$ cat config.mk
export PLATFORM = sky130hd
export DESIGN_NAME = change_event_coalescer_top
export DESIGN_NICKNAME = d
export VERILOG_FILES = /design/src/rtl/cec_pkg.sv /design/src/rtl/cec_front.sv /design/src/rtl/cec_back.sv /design/src/rtl/change_event_coalescer_top.sv
export SDC_FILE = /design/constraint.sdc
export NUM_CORES = 2
export LEC_CHECK = 0
export BUFFER_PORTS_ARGS = -buffer_cell sky130_fd_sc_hd__clkbuf_2
export CAP_MARGIN = 20
export CORE_ASPECT_RATIO = 1.2
export CORE_MARGIN = 2
export CORE_UTILIZATION = 65
export CTS_CLUSTER_SIZE = 40
export DETAILED_ROUTE_END_ITERATION = 7
export PLACE_DENSITY = 0.82
export SYNTH_ARGS = -nofsm -noshare
export SYNTH_HDL_FRONTEND = slang
export SYNTH_SLANG_ARGS = --single-unit
$ cat constraint.sdc
create_clock -name clk -period 17.3 [get_ports clk]
set_clock_uncertainty 0.05 [all_clocks]
set_input_delay 1.73 -clock clk [delete_from_list [all_inputs] [get_ports clk]]
set_output_delay 1.73 -clock clk [all_outputs]
set_load 0.02 [all_outputs]
$ cat src/rtl/cec_pkg.sv
`default_nettype none
package cec_pkg;

  // Parameter defaults
  localparam int DEFAULT_TABLE_DEPTH = 16;
  localparam int DEFAULT_KEY_WIDTH   = 32;
  localparam logic [15:0] DEFAULT_FLUSH_DELAY = 16'd500;

  // Depth of the queue between front and back
  localparam int QUEUE_DEPTH = 2;

  // Command codes
  localparam logic CMD_EVENT = 1'b0;
  localparam logic CMD_TICK  = 1'b1;

  // Raw and merged event kinds
  typedef enum logic [1:0] {
    KIND_CREATED = 2'd0,
    KIND_DELETED = 2'd1,
    KIND_CHANGED = 2'd2,
    KIND_ATTRIB  = 2'd3
  } kind_t;

  // Classified item control passed from front to back
  typedef struct packed {
    logic  tick;
    kind_t kind;
  } qctl_t;

  // Back end sequencer states
  typedef enum logic [2:0] {
    ST_IDLE,
    ST_MATCH,
    ST_RM1,
    ST_RM2,
    ST_INSERT,
    ST_SCAN,
    ST_LAST
  } state_t;

endpackage
`default_nettype wire

$ cat src/rtl/cec_front.sv
`default_nettype none
module cec_front #(
  parameter int KEY_WIDTH = cec_pkg::DEFAULT_KEY_WIDTH
) (
  input  wire logic                 clk,
  input  wire logic                 rst,
  input  wire logic                 in_valid,
  output logic                      in_stall,
  input  wire logic                 command,
  input  wire logic [1:0]           event_kind,
  input  wire logic [KEY_WIDTH-1:0] file_key,
  output logic                      q_valid,
  output cec_pkg::qctl_t            q_ctl,
  output logic [KEY_WIDTH-1:0]      q_key,
  input  wire logic                 q_pop
);
  import cec_pkg::*;

  localparam int PW = (QUEUE_DEPTH > 1) ? $clog2(QUEUE_DEPTH) : 1;
  localparam int NW = $clog2(QUEUE_DEPTH + 1);

  qctl_t                ctl_q [QUEUE_DEPTH];
  logic [KEY_WIDTH-1:0] key_q [QUEUE_DEPTH];
  logic [PW-1:0]        wr_ptr;
  logic [PW-1:0]        rd_ptr;
  logic [NW-1:0]        count;
  qctl_t                cls;
  logic                 push;
  logic                 pop;

  // Classify: attribute change is a plain change
  always_comb begin
    cls.tick = (command == CMD_TICK);
    case (kind_t'(event_kind))
      KIND_CREATED: cls.kind = KIND_CREATED;
      KIND_DELETED: cls.kind = KIND_DELETED;
      default:      cls.kind = KIND_CHANGED;
    endcase
  end

  assign in_stall = (count == NW'(QUEUE_DEPTH));
  assign push     = in_valid && !in_stall;
  assign pop      = q_pop && q_valid;
  assign q_valid  = (count != '0);
  assign q_ctl    = ctl_q[rd_ptr];
  assign q_key    = key_q[rd_ptr];

  // Queue storage
  always_ff @(posedge clk) begin
    if (push) begin
      ctl_q[wr_ptr] <= cls;
      key_q[wr_ptr] <= file_key;
    end
  end

  // Queue pointers
  always_ff @(posedge clk) begin
    if (rst) begin
      wr_ptr <= '0;
      rd_ptr <= '0;
      count  <= '0;
    end else begin
      if (push) begin
        wr_ptr <= (wr_ptr == PW'(QUEUE_DEPTH - 1)) ? '0 : wr_ptr + 1'b1;
      end
      if (pop) begin
        rd_ptr <= (rd_ptr == PW'(QUEUE_DEPTH - 1)) ? '0 : rd_ptr + 1'b1;
      end
      if (push && !pop) begin
        count <= count + 1'b1;
      end else if (pop && !push) begin
        count <= count - 1'b1;
      end
    end
  end

endmodule
`default_nettype wire

$ cat src/rtl/cec_back.sv
`default_nettype none
module cec_back #(
  parameter int TABLE_DEPTH = cec_pkg::DEFAULT_TABLE_DEPTH,
  parameter int KEY_WIDTH   = cec_pkg::DEFAULT_KEY_WIDTH
) (
  input  wire logic                 clk,
  input  wire logic                 rst,
  input  wire logic [15:0]          flush_delay,
  input  wire logic                 q_valid,
  input  wire cec_pkg::qctl_t       q_ctl,
  input  wire logic [KEY_WIDTH-1:0] q_key,
  output logic                      q_pop,
  output logic                      out_valid,
  input  wire logic                 out_stall,
  output logic [1:0]                event_kind_res,
  output logic [KEY_WIDTH-1:0]      file_key_res,
  output logic                      last,
  output logic                      overflow
);
  import cec_pkg::*;

  localparam int IW = $clog2(TABLE_DEPTH);
  localparam int CW = $clog2(TABLE_DEPTH + 1);

  state_t               state;
  state_t               state_next;
  kind_t                ent_kind [TABLE_DEPTH];
  logic [KEY_WIDTH-1:0] ent_key  [TABLE_DEPTH];
  logic [CW-1:0]        used;
  logic [15:0]          countdown;
  logic                 armed;
  logic                 dropped;
  kind_t                cur_kind;
  logic [KEY_WIDTH-1:0] cur_key;
  logic [TABLE_DEPTH-1:0] vec1;
  logic [TABLE_DEPTH-1:0] vec2;
  kind_t                scan_kind;
  logic [IW-1:0]        scan_idx;
  logic                 held_v;
  kind_t                held_kind;
  logic [KEY_WIDTH-1:0] held_key;

  logic [TABLE_DEPTH-1:0] m_cre;
  logic [TABLE_DEPTH-1:0] m_del;
  logic [TABLE_DEPTH-1:0] m_chg;
  logic [TABLE_DEPTH-1:0] rm_vec;
  logic [IW-1:0]        rm_pos;
  logic                 rm_hit;
  logic                 out_free;
  logic                 out_load;
  logic                 scan_hit;
  logic [IW-1:0]        top_idx;

  assign out_free = !out_valid || !out_stall;
  assign q_pop    = (state == ST_IDLE) && q_valid;
  assign top_idx  = IW'(used - 1'b1);
  assign scan_hit = (ent_kind[scan_idx] == scan_kind);
  // Held result moves to the output register
  assign out_load = held_v && out_free &&
                    ((state == ST_SCAN && scan_hit) || state == ST_LAST);

  // Parallel key compare against the valid prefix
  always_comb begin
    for (int i = 0; i < TABLE_DEPTH; i++) begin
      logic hit;
      hit = (CW'(i) < used) && (ent_key[i] == cur_key);
      m_cre[i] = hit && (ent_kind[i] == KIND_CREATED);
      m_del[i] = hit && (ent_kind[i] == KIND_DELETED);
      m_chg[i] = hit && (ent_kind[i] == KIND_CHANGED);
    end
  end

  // Newest match to remove
  always_comb begin
    rm_vec = (state == ST_RM1) ? vec1 : vec2;
    rm_hit = |rm_vec;
    rm_pos = '0;
    for (int i = 0; i < TABLE_DEPTH; i++) begin
      if (rm_vec[i]) begin
        rm_pos = IW'(i);
      end
    end
  end

  // Next state
  always_comb begin
    state_next = state;
    case (state)
      ST_IDLE: begin
        if (q_valid) begin
          if (!q_ctl.tick) begin
            state_next = ST_MATCH;
          end else if (armed && countdown <= 16'd1) begin
            state_next = (used == '0) ? ST_LAST : ST_SCAN;
          end
        end
      end
      ST_MATCH: begin
        if (cur_kind == KIND_CHANGED && |m_cre) begin
          state_next = ST_IDLE;
        end else begin
          state_next = ST_RM1;
        end
      end
      ST_RM1:    state_next = ST_RM2;
      ST_RM2:    state_next = ST_INSERT;
      ST_INSERT: state_next = ST_IDLE;
      ST_SCAN: begin
        if (out_free && scan_idx == '0 && scan_kind == KIND_CHANGED) begin
          state_next = ST_LAST;
        end
      end
      ST_LAST: begin
        if (out_free) begin
          state_next = ST_IDLE;
        end
      end
      default: state_next = ST_IDLE;
    endcase
  end

  always_ff @(posedge clk) begin
    if (rst) begin
      state <= ST_IDLE;
    end else begin
      state <= state_next;
    end
  end

  // Table payload: shift-down removal and append
  always_ff @(posedge clk) begin
    if ((state == ST_RM1 || state == ST_RM2) && rm_hit) begin
      for (int i = 0; i < TABLE_DEPTH - 1; i++) begin
        if (IW'(i) >= rm_pos) begin
          ent_kind[i] <= ent_kind[i + 1];
          ent_key[i]  <= ent_key[i + 1];
        end
      end
    end
    if (state == ST_INSERT && used != CW'(TABLE_DEPTH)) begin
      ent_kind[used[IW-1:0]] <= cur_kind;
      ent_key[used[IW-1:0]]  <= cur_key;
    end
  end

  // Working registers for the current item and the flush scan
  always_ff @(posedge clk) begin
    case (state)
      ST_IDLE: begin
        cur_kind  <= q_ctl.kind;
        cur_key   <= q_key;
        scan_kind <= KIND_CREATED;
        scan_idx  <= top_idx;
      end
      ST_MATCH: begin
        case (cur_kind)
          KIND_CREATED: begin
            vec1 <= m_del;
            vec2 <= '0;
          end
          KIND_DELETED: begin
            vec1 <= m_cre;
            vec2 <= m_chg;
          end
          default: begin
            vec1 <= m_chg;
            vec2 <= '0;
          end
        endcase
      end
      ST_RM1: begin
        if (rm_hit) begin
          // keep the second vector aligned with the shifted table
          for (int i = 0; i < TABLE_DEPTH; i++) begin
            if (IW'(i) >= rm_pos) begin
              vec2[i] <= (i + 1 < TABLE_DEPTH) ? vec2[(i + 1) % TABLE_DEPTH] : 1'b0;
            end
          end
          if (cur_kind == KIND_CREATED) begin
            cur_kind <= KIND_CHANGED;
          end
        end
      end
      ST_SCAN: begin
        if (out_free) begin
          if (scan_hit) begin
            held_kind <= scan_kind;
            held_key  <= ent_key[scan_idx];
          end
          if (scan_idx == '0) begin
            scan_idx <= top_idx;
            case (scan_kind)
              KIND_CREATED: scan_kind <= KIND_DELETED;
              default:      scan_kind <= KIND_CHANGED;
            endcase
          end else begin
            scan_idx <= scan_idx - 1'b1;
          end
        end
      end
      default: begin
      end
    endcase
  end

  // Control state: fill count, timer, overflow, held result, output register
  always_ff @(posedge clk) begin
    if (rst) begin
      used      <= '0;
      countdown <= '0;
      armed     <= 1'b0;
      dropped   <= 1'b0;
      held_v    <= 1'b0;
      out_valid <= 1'b0;
    end else begin
      if (out_load) begin
        out_valid <= 1'b1;
      end else if (!out_stall) begin
        out_valid <= 1'b0;
      end
      case (state)
        ST_IDLE: begin
          held_v <= 1'b0;
          if (q_valid && q_ctl.tick && armed && countdown > 16'd1) begin
            countdown <= countdown - 16'd1;
          end
        end
        ST_RM1, ST_RM2: begin
          if (rm_hit) begin
            used <= used - 1'b1;
          end
        end
        ST_INSERT: begin
          if (used == CW'(TABLE_DEPTH)) begin
            dropped <= 1'b1;
          end else begin
            used      <= used + 1'b1;
            countdown <= flush_delay;
            armed     <= 1'b1;
          end
        end
        ST_SCAN: begin
          if (out_free && scan_hit) begin
            held_v <= 1'b1;
            if (held_v) begin
              event_kind_res <= held_kind;
              file_key_res   <= held_key;
              last           <= 1'b0;
              overflow       <= dropped;
            end
          end
        end
        ST_LAST: begin
          if (out_free) begin
            if (held_v) begin
              event_kind_res <= held_kind;
              file_key_res   <= held_key;
              last           <= 1'b1;
              overflow       <= dropped;
            end
            held_v    <= 1'b0;
            used      <= '0;
            countdown <= '0;
            armed     <= 1'b0;
            dropped   <= 1'b0;
          end
        end
        default: begin
        end
      endcase
    end
  end

endmodule
`default_nettype wire

$ cat src/rtl/change_event_coalescer_top.sv
`default_nettype none
// Channel   Handshake              Payload
// cfg       cfg_we                 cfg_wdata (flush_delay)
// in        in_valid / in_stall    command, event_kind, file_key
// out       out_valid / out_stall  event_kind_res, file_key_res, last, overflow
//
// In the back end a file event passes dequeue, key compare, two removal
// steps and append; a change meeting a created entry ends at the compare.
// A flush scans all three kinds, one entry per cycle unless output stalls.
// A two-item queue in front lets input be taken while the back end works.
// Synchronous reset empties the table, disarms the timer, sets delay to 500.
// Output stall holds the flush scan; input stall rises when the queue is full.
module change_event_coalescer_top #(
  parameter int TABLE_DEPTH = cec_pkg::DEFAULT_TABLE_DEPTH,
  parameter int KEY_WIDTH   = cec_pkg::DEFAULT_KEY_WIDTH
) (
  input  wire logic                 clk,
  input  wire logic                 rst,
  input  wire logic                 cfg_we,
  input  wire logic [15:0]          cfg_wdata,
  input  wire logic                 in_valid,
  output logic                      in_stall,
  input  wire logic                 command,
  input  wire logic [1:0]           event_kind,
  input  wire logic [KEY_WIDTH-1:0] file_key,
  output logic                      out_valid,
  input  wire logic                 out_stall,
  output logic [1:0]                event_kind_res,
  output logic [KEY_WIDTH-1:0]      file_key_res,
  output logic                      last,
  output logic                      overflow
);
  import cec_pkg::*;

  logic [15:0]          flush_delay;
  logic                 q_valid;
  qctl_t                q_ctl;
  logic [KEY_WIDTH-1:0] q_key;
  logic                 q_pop;

  // Delay register
  always_ff @(posedge clk) begin
    if (rst) begin
      flush_delay <= DEFAULT_FLUSH_DELAY;
    end else if (cfg_we) begin
      flush_delay <= cfg_wdata;
    end
  end

  cec_front #(
    .KEY_WIDTH(KEY_WIDTH)
  ) u_front (
    .clk       (clk),
    .rst       (rst),
    .in_valid  (in_valid),
    .in_stall  (in_stall),
    .command   (command),
    .event_kind(event_kind),
    .file_key  (file_key),
    .q_valid   (q_valid),
    .q_ctl     (q_ctl),
    .q_key     (q_key),
    .q_pop     (q_pop)
  );

  cec_back #(
    .TABLE_DEPTH(TABLE_DEPTH),
    .KEY_WIDTH  (KEY_WIDTH)
  ) u_back (
    .clk           (clk),
    .rst           (rst),
    .flush_delay   (flush_delay),
    .q_valid       (q_valid),
    .q_ctl         (q_ctl),
    .q_key         (q_key),
    .q_pop         (q_pop),
    .out_valid     (out_valid),
    .out_stall     (out_stall),
    .event_kind_res(event_kind_res),
    .file_key_res  (file_key_res),
    .last          (last),
    .overflow      (overflow)
  );

endmodule
`default_nettype wire
## Yosys cells after proc, flatten, opt, wreduce, memory -nomap -nowiden

Memory sizes are Yosys's and may differ from the RTL's. A register that Yosys moved wholly into a read port is not among the register bits.
Index checks and enable logic that the tools add are counted.

| operators by class | value |
|---|---|
| $add $sub $neg | 8 |
| magnitude comparators | 34 |
| equality and inequality tests | 94 |
| multiplexer cells | 151 |
| bitwise gates (word level) | 1 |
| reductions and logical operators | 155 |

Operators by type and width:

| operator | number |
|---|---|
| equality test 32 bit | 16 |
| 2-to-1 mux 32 bit | 4 |
| 2-to-1 mux 16 bit | 6 |
| 2-to-1 mux 1 bit | 85 |
| logical AND 1 bit | 82 |
| AND reduction 3 bit | 22 |
| one-hot mux 16 bit (2 select lines) | 2 |
| one-hot mux 32 bit (2 select lines) | 1 |
| 2-to-1 mux 4 bit | 13 |
| one-hot mux 16 bit (3 select lines) | 1 |
| != test 2 bit, second input constant | 23 |
| less-than comparator 4 x 5 -> 1 bit, first input constant | 8 |
| equality test 2 bit, second input constant | 19 |
| zero test 2 bit | 19 |
| equality test 2 x 1 -> 1 bit, second input constant | 18 |
| >= comparator 4 bit, first input constant | 8 |
| OR reduction 16 bit | 2 |
| OR reduction 32 bit | 1 |
| 2-to-1 mux 2 bit | 15 |
| 2-to-1 mux 3 bit | 9 |
| less-than comparator 3 x 5 -> 1 bit, first input constant | 4 |
| one-hot mux 3 bit (6 select lines) | 1 |
| >= comparator 3 x 4 -> 1 bit, first input constant | 4 |
| greater-than comparator 16 x 1 -> 1 bit, second input constant | 1 |
| 38 further kinds | 79 |

| storage, ports and cells | value |
|---|---|
| flip-flop bits (word level) | 126 |
| bits in writable memories | 614 |
| input port bits | 56 |
| logic and storage cells | 483 |
| memories | 4 |

Memories:

| name | depth | width | read ports | clocked after Yosys merged registers in | wr ports | line | source |
|---|---|---|---|---|---|---|---|
| u_back.ent_key | 16 | 32 | 17 | 1 | 15 | cec_back.sv:28 | `logic [KEY_WIDTH-1:0] ent_key [TABLE_DEPTH];` |
| u_front.key_q | 2 | 32 | 1 | 1 | 1 | cec_front.sv:23 | `logic [KEY_WIDTH-1:0] key_q [QUEUE_DEPTH];` |
| u_back.ent_kind | 16 | 2 | 17 | 1 | 15 | cec_back.sv:27 | `kind_t ent_kind [TABLE_DEPTH];` |
| u_front.ctl_q | 2 | 3 | 1 | 1 | 1 | cec_front.sv:22 | `qctl_t ctl_q [QUEUE_DEPTH];` |

## Longest topological paths before layout

| depth | value |
|---|---|
| depth in word-level cells | 22 |
| mapped depth | 12 |
| mapped depth without buffers | 9 |

## Cells and area by module

A second synthesis with hierarchy kept.

| second synthesis, totals | value |
|---|---|
| cells, all modules | 3416 |
| area, all modules | 44338.8 um2 |

Modules (own cells, without submodules):

| module | instances | cells an instance | area each (um2) | sequential area each (um2) |
|---|---|---|---|---|
| cec_back | 1 | 3228 | 40991.8 | 21240.4 |
| cec_front | 1 | 136 | 2746.4 | 2202.1 |
| change_event_coalescer_top | 1 | 52 | 600.6 | 320.3 |

## Worst setup path after synthesis

Ideal clock, no wire load.

| timing | value |
|---|---|
| path type | reg-to-reg |
| start | reg u_back.state[2] |
| end | mem u_back.ent_key[8][0] in the netlist's numbering, enable pin |
| library setup time | 0.544 ns |
| data arrival time | 6.132 ns |
| data required time | 16.706 ns |
| setup slack | 10.573 ns |
| stages on the path, launching flop included | 8 |
| path buffers | 2 |
| clock period less this slack | 6.727 ns |
| cells stage by stage | dfxtp_1 -> buf_2 -> nor3b_4 -> mux2_2 -> or4b_1 -> buf_2 -> or2_2 -> o311ai_0 |

RTL lines:

| what | line | source |
|---|---|---|
| start: declaration | cec_back.sv:25 | `state_t state;` |
| start signal: assignment | cec_back.sv:126 | `state <= state_next;` |
| end: declaration | cec_back.sv:28 |  |

==> key figures <==
Placement
  – RD Place Congestion: 1.083
  – Setup WS pre-CTS: 12.39 ns
  – PortBufs: 93
  – DP HPWL: 115.6 mm

Job
  – Max-Cap Viols: 0

Worst hold path
  – Worst Hold Class: reg -> reg
  – Hold path cells: 0

CTS
  – Root buf cell: clkbuf_16
  – Number of CTS-inserted buffers: 85
  – Htree depth: 3
  – Post-CTS Setup Bufs: 0
  – Clock slew at reported path FFs: 0.06 ns
  – CTS tree: done
  – Cts repair resizes: 0
  – CTS Buffer Depth: 3
  – CTS Hold Bufs: 0
  – Total clock sinks: 809
  – Clock insertion delay at the later pin of the skew report: 0.67 ns

Critical path
  – WP data arrival: 5.27 ns
  – CP Capture Type: flip-flop
  – Peak fanout along the critical path: 37
  – CP Launch Type: flip-flop
  – Req. time, crit path: 17.61 ns
  – Worst R2R Path Depth: 11
  – Crit Path Category: reg -> reg

Power and ir drop
  – Lkg Pwr: 17.08 nW
  – VDD IR-drop max: 0.2234 mV
  – Total power divided by cell area: 164.1 nW/µm²

Synth
  – Sequential element share of the synthesized area: 0.5227
  – Synth Warn #: 0
  – Net Count, Synth: 3658
  – Main synth FF type: edfxtp_1
  – Post-synth EDFFs: 756
  – Post-Synthesis Cells: 3593
  – Synth unique cells: 70
  – #FFs+latches synth: 809
  – Ys async rst share: 0
  – Synthesized area per cell: 12.65 µm²
  – Netlist Area Pre-Place: 45460 µm²

Floorplanning
  – Die area: 72080 µm²
  – Initial Utilization: 0.6541
  – Die Height: 293.7 µm
  – Die Wd: 245.4 µm
  – I/O pin count: 94
  – Core region area: 69500 µm²
  – FP Rows: 106

Drt
  – Routed WL per cell: 35.11 µm
  – 1st-iter DRT viols: 4280
  – Via/cell ratio: 7.210
  – First-pass iteration count of the detailed router: 8
  – Detailed Route WL: 160.3 mm
  – Post-route DRC: 0
  – Via count: 32920
  – Antenna-violating nets left: 0

GRT
  – Initial antenna violation count: 14
  – Largest net degree at the start of global routing: 100
  – First-pass GRT wire length: 228.0 mm
  – Total gr overflow: 0
  – Vias in the first global route: 32190
  – Total GRT Usage: 0.4455

Timing
  – Final Hold Viols: 0
  – Fmax: 201.6 MHz
  – Slew Limit Fails: 0
  – Final Setup Violations: 0
  – Setup TNS: 0 ns
  – Slew margin rel.: 0.1980
  – Minimum clock period: 4.960 ns
  – Tightest Pin Transition: 1.203 ns
  – Final period utilization: 0.2867
  – RSZ-0062 raised after global routing: false
  – Post-route worst setup slack: 12.34 ns

Cells and area
  – Area Growth Syn to Fin: 9.311%
  – Share of cells above drive strength 1: 0.2680
  – Final net count: 3641

Run status
  – Outcome: finished clean
-- state kept, by name, summed over array words and instances (netlist names), 3 cells and up, named ones only --
signal	cells
u_back.ent_key	512
u_front.key_q	64
u_back.ent_kind	32
u_front.ctl_q	6
u_back.scan_idx	4
u_back.used	5
u_back.held_key	32
u_back.cur_key	32
u_back.countdown	16
flush_delay	16
u_back.vec2	16
u_back.vec1	16
u_back.file_key_res	32
u_back.state	3
-- worst paths after layout --
kind / startpoint / to / slack (ns)
hold reg to reg: u_back.held_key[13]$_DFFE_PP_ / u_back.file_key_res[13]$_DFFE_PP_ / 0.37
hold / removal: u_back.held_key[13]$_DFFE_PP_ / u_back.file_key_res[13]$_DFFE_PP_ / 0.37
setup reg to reg: u_back.state[1]$_SDFFE_PP0P_ / u_back.ent_key[8][31]$_DFFE_PP_ / 12.34
setup / recovery: u_back.state[1]$_SDFFE_PP0P_ / u_back.ent_key[8][31]$_DFFE_PP_ / 12.34
-- metal layers --
layer,share of wire,GRT usage
met5,0.00082,0
met4,0.10,0.3598
met3,0.11,0.1280
met2,0.45,0.6918
met1,0.33,0.5167
-- power by group --
| part | switching, mW | internal [mW] |
|---|---|---|
| sequential | 0.183 | 2.43 |
| clock | 0.807 | 1.04 |
| combinational | 2.56 | 1.14 |
| total | 3.55 | 4.60 |
-- cell usage after synthesis, types with 5 or more instances --
cell      number  area (µm²)
xor2_1       206        1804
and3_1         7       43.79
clkbuf_1     242       908.4
nor4_1        89       556.8
a21oi_1       88       440.4
nand3b_1       8       60.06
mux2i_1      145        1451
or4b_2         5       50.05
and2_1         6       37.54
ha_1           9       112.6
nor2_1       172       645.6
nand3_1       29       145.1
xnor2_1      328        2873
a211o_1        7       61.31
or4_1         10       75.07
a22oi_1       48       360.4
or2_2          5       31.28
o31ai_1        5       37.54
buf_1         39       146.4
nor4b_1       17       148.9
nor3b_1        8       60.06
edfxtp_1     756       22700
mux2_2       547        6160
nand4b_1      11       96.34
mux4_2        74        1667
nand2_1      212       795.8
or3b_2         9       78.83
or3_1          9       56.30
nand2b_1       7       43.79
dfxtp_1       53        1061
inv_1         22       82.58
nor3_1        70       350.3
a31oi_1       10       62.56
nor2b_1       26       162.7
a221oi_1      33       289.0
nand4_1      127       794.5
o21ai_0       90       450.4
-- logic make-up (layout without fill, tap and decap cells) --
group | after synthesis | count (layout) | synth area share
adders and majority gates | 9 | 9 | 0.002477
xor gates and xnor gates | 534 | 534 | 0.1029
muxes | 766 | 766 | 0.2041
and+or+nand+nor | 839 | 839 | 0.09581
other | 0 | 3 | 0
buffers and inverters | 310 | 362 | 0.02604
DFF | 809 | 809 | 0.5227
AOI/OAI and AO/OA | 326 | 326 | 0.04599
-- layout by cell type (no fill, tap or decap), types with 11 or more instances in the layout --
| master | Yosys | final |
|---|---|---|
| nor4_1 | 89 | 89 |
| clkinv_1 | 0 | 19 |
| mux2_2 | 547 | 547 |
| mux2i_1 | 145 | 145 |
| buf_4 | 0 | 82 |
| a21oi_1 | 88 | 88 |
| edfxtp_1 | 756 | 756 |
| clkbuf_16 | 0 | 86 |
| clkbuf_1 | 242 | 12 |
| inv_1 | 22 | 22 |
| nand4_1 | 127 | 127 |
| nand4b_1 | 11 | 11 |
| nor3_1 | 70 | 67 |
| nor2_1 | 172 | 169 |
| clkinv_2 | 0 | 15 |
| a22oi_1 | 48 | 48 |
| nor2b_1 | 26 | 25 |
| mux4_2 | 74 | 74 |
| a221oi_1 | 33 | 33 |
| xnor2_1 | 328 | 328 |
| xor2_1 | 206 | 206 |
| dfxtp_1 | 53 | 53 |
| nor4b_1 | 17 | 17 |
| nand3_1 | 29 | 28 |
| o21ai_0 | 90 | 81 |
| clkbuf_2 | 1 | 93 |
| nand2_1 | 212 | 212 |
-- cell type report --
type                            count  area [µm²]
Timing Repair Buffer              183        1235
Tap cell                          918        1149
Antenna cell                        3       7.507
Sequential cell                   809       23760
Clock inverter                     54       510.5
Multi-Input combinational cell   2474       20690
Fill cell                        4726       19800
Clock buffer                      102        2252
Inverter                           23       86.33
-- worst max-delay path: stages, from the launching register on --
cell and delay (ns):
dfxtp_1 0.31, buf_4 0.28, nor3b_4 0.22, buf_4 0.38, mux2_2 0.43, or4b_1 0.80
or4_4 0.68, o21ai_4 0.59, inv_1 0.17, nand2_1 0.24, o311ai_2 0.14, buf_4 0.32
-- metrics by stage --
stage	instance area [µm²]	power, mW	cells	util	hold slack (ns)
floorplan	45460	4.867	3593	-	0.3503
global placement	46780	6.076	4399	0.6731	0.3527
detailed placement	46800	6.156	4400	0.6734	0.3551
CTS	49560	7.992	4556	0.7132	0.3693
global route	49690	8.355	4563	0.7149	0.3801
finish	49690	8.153	4566	0.7150	0.3677
Power figures use the tool's default switching activity.
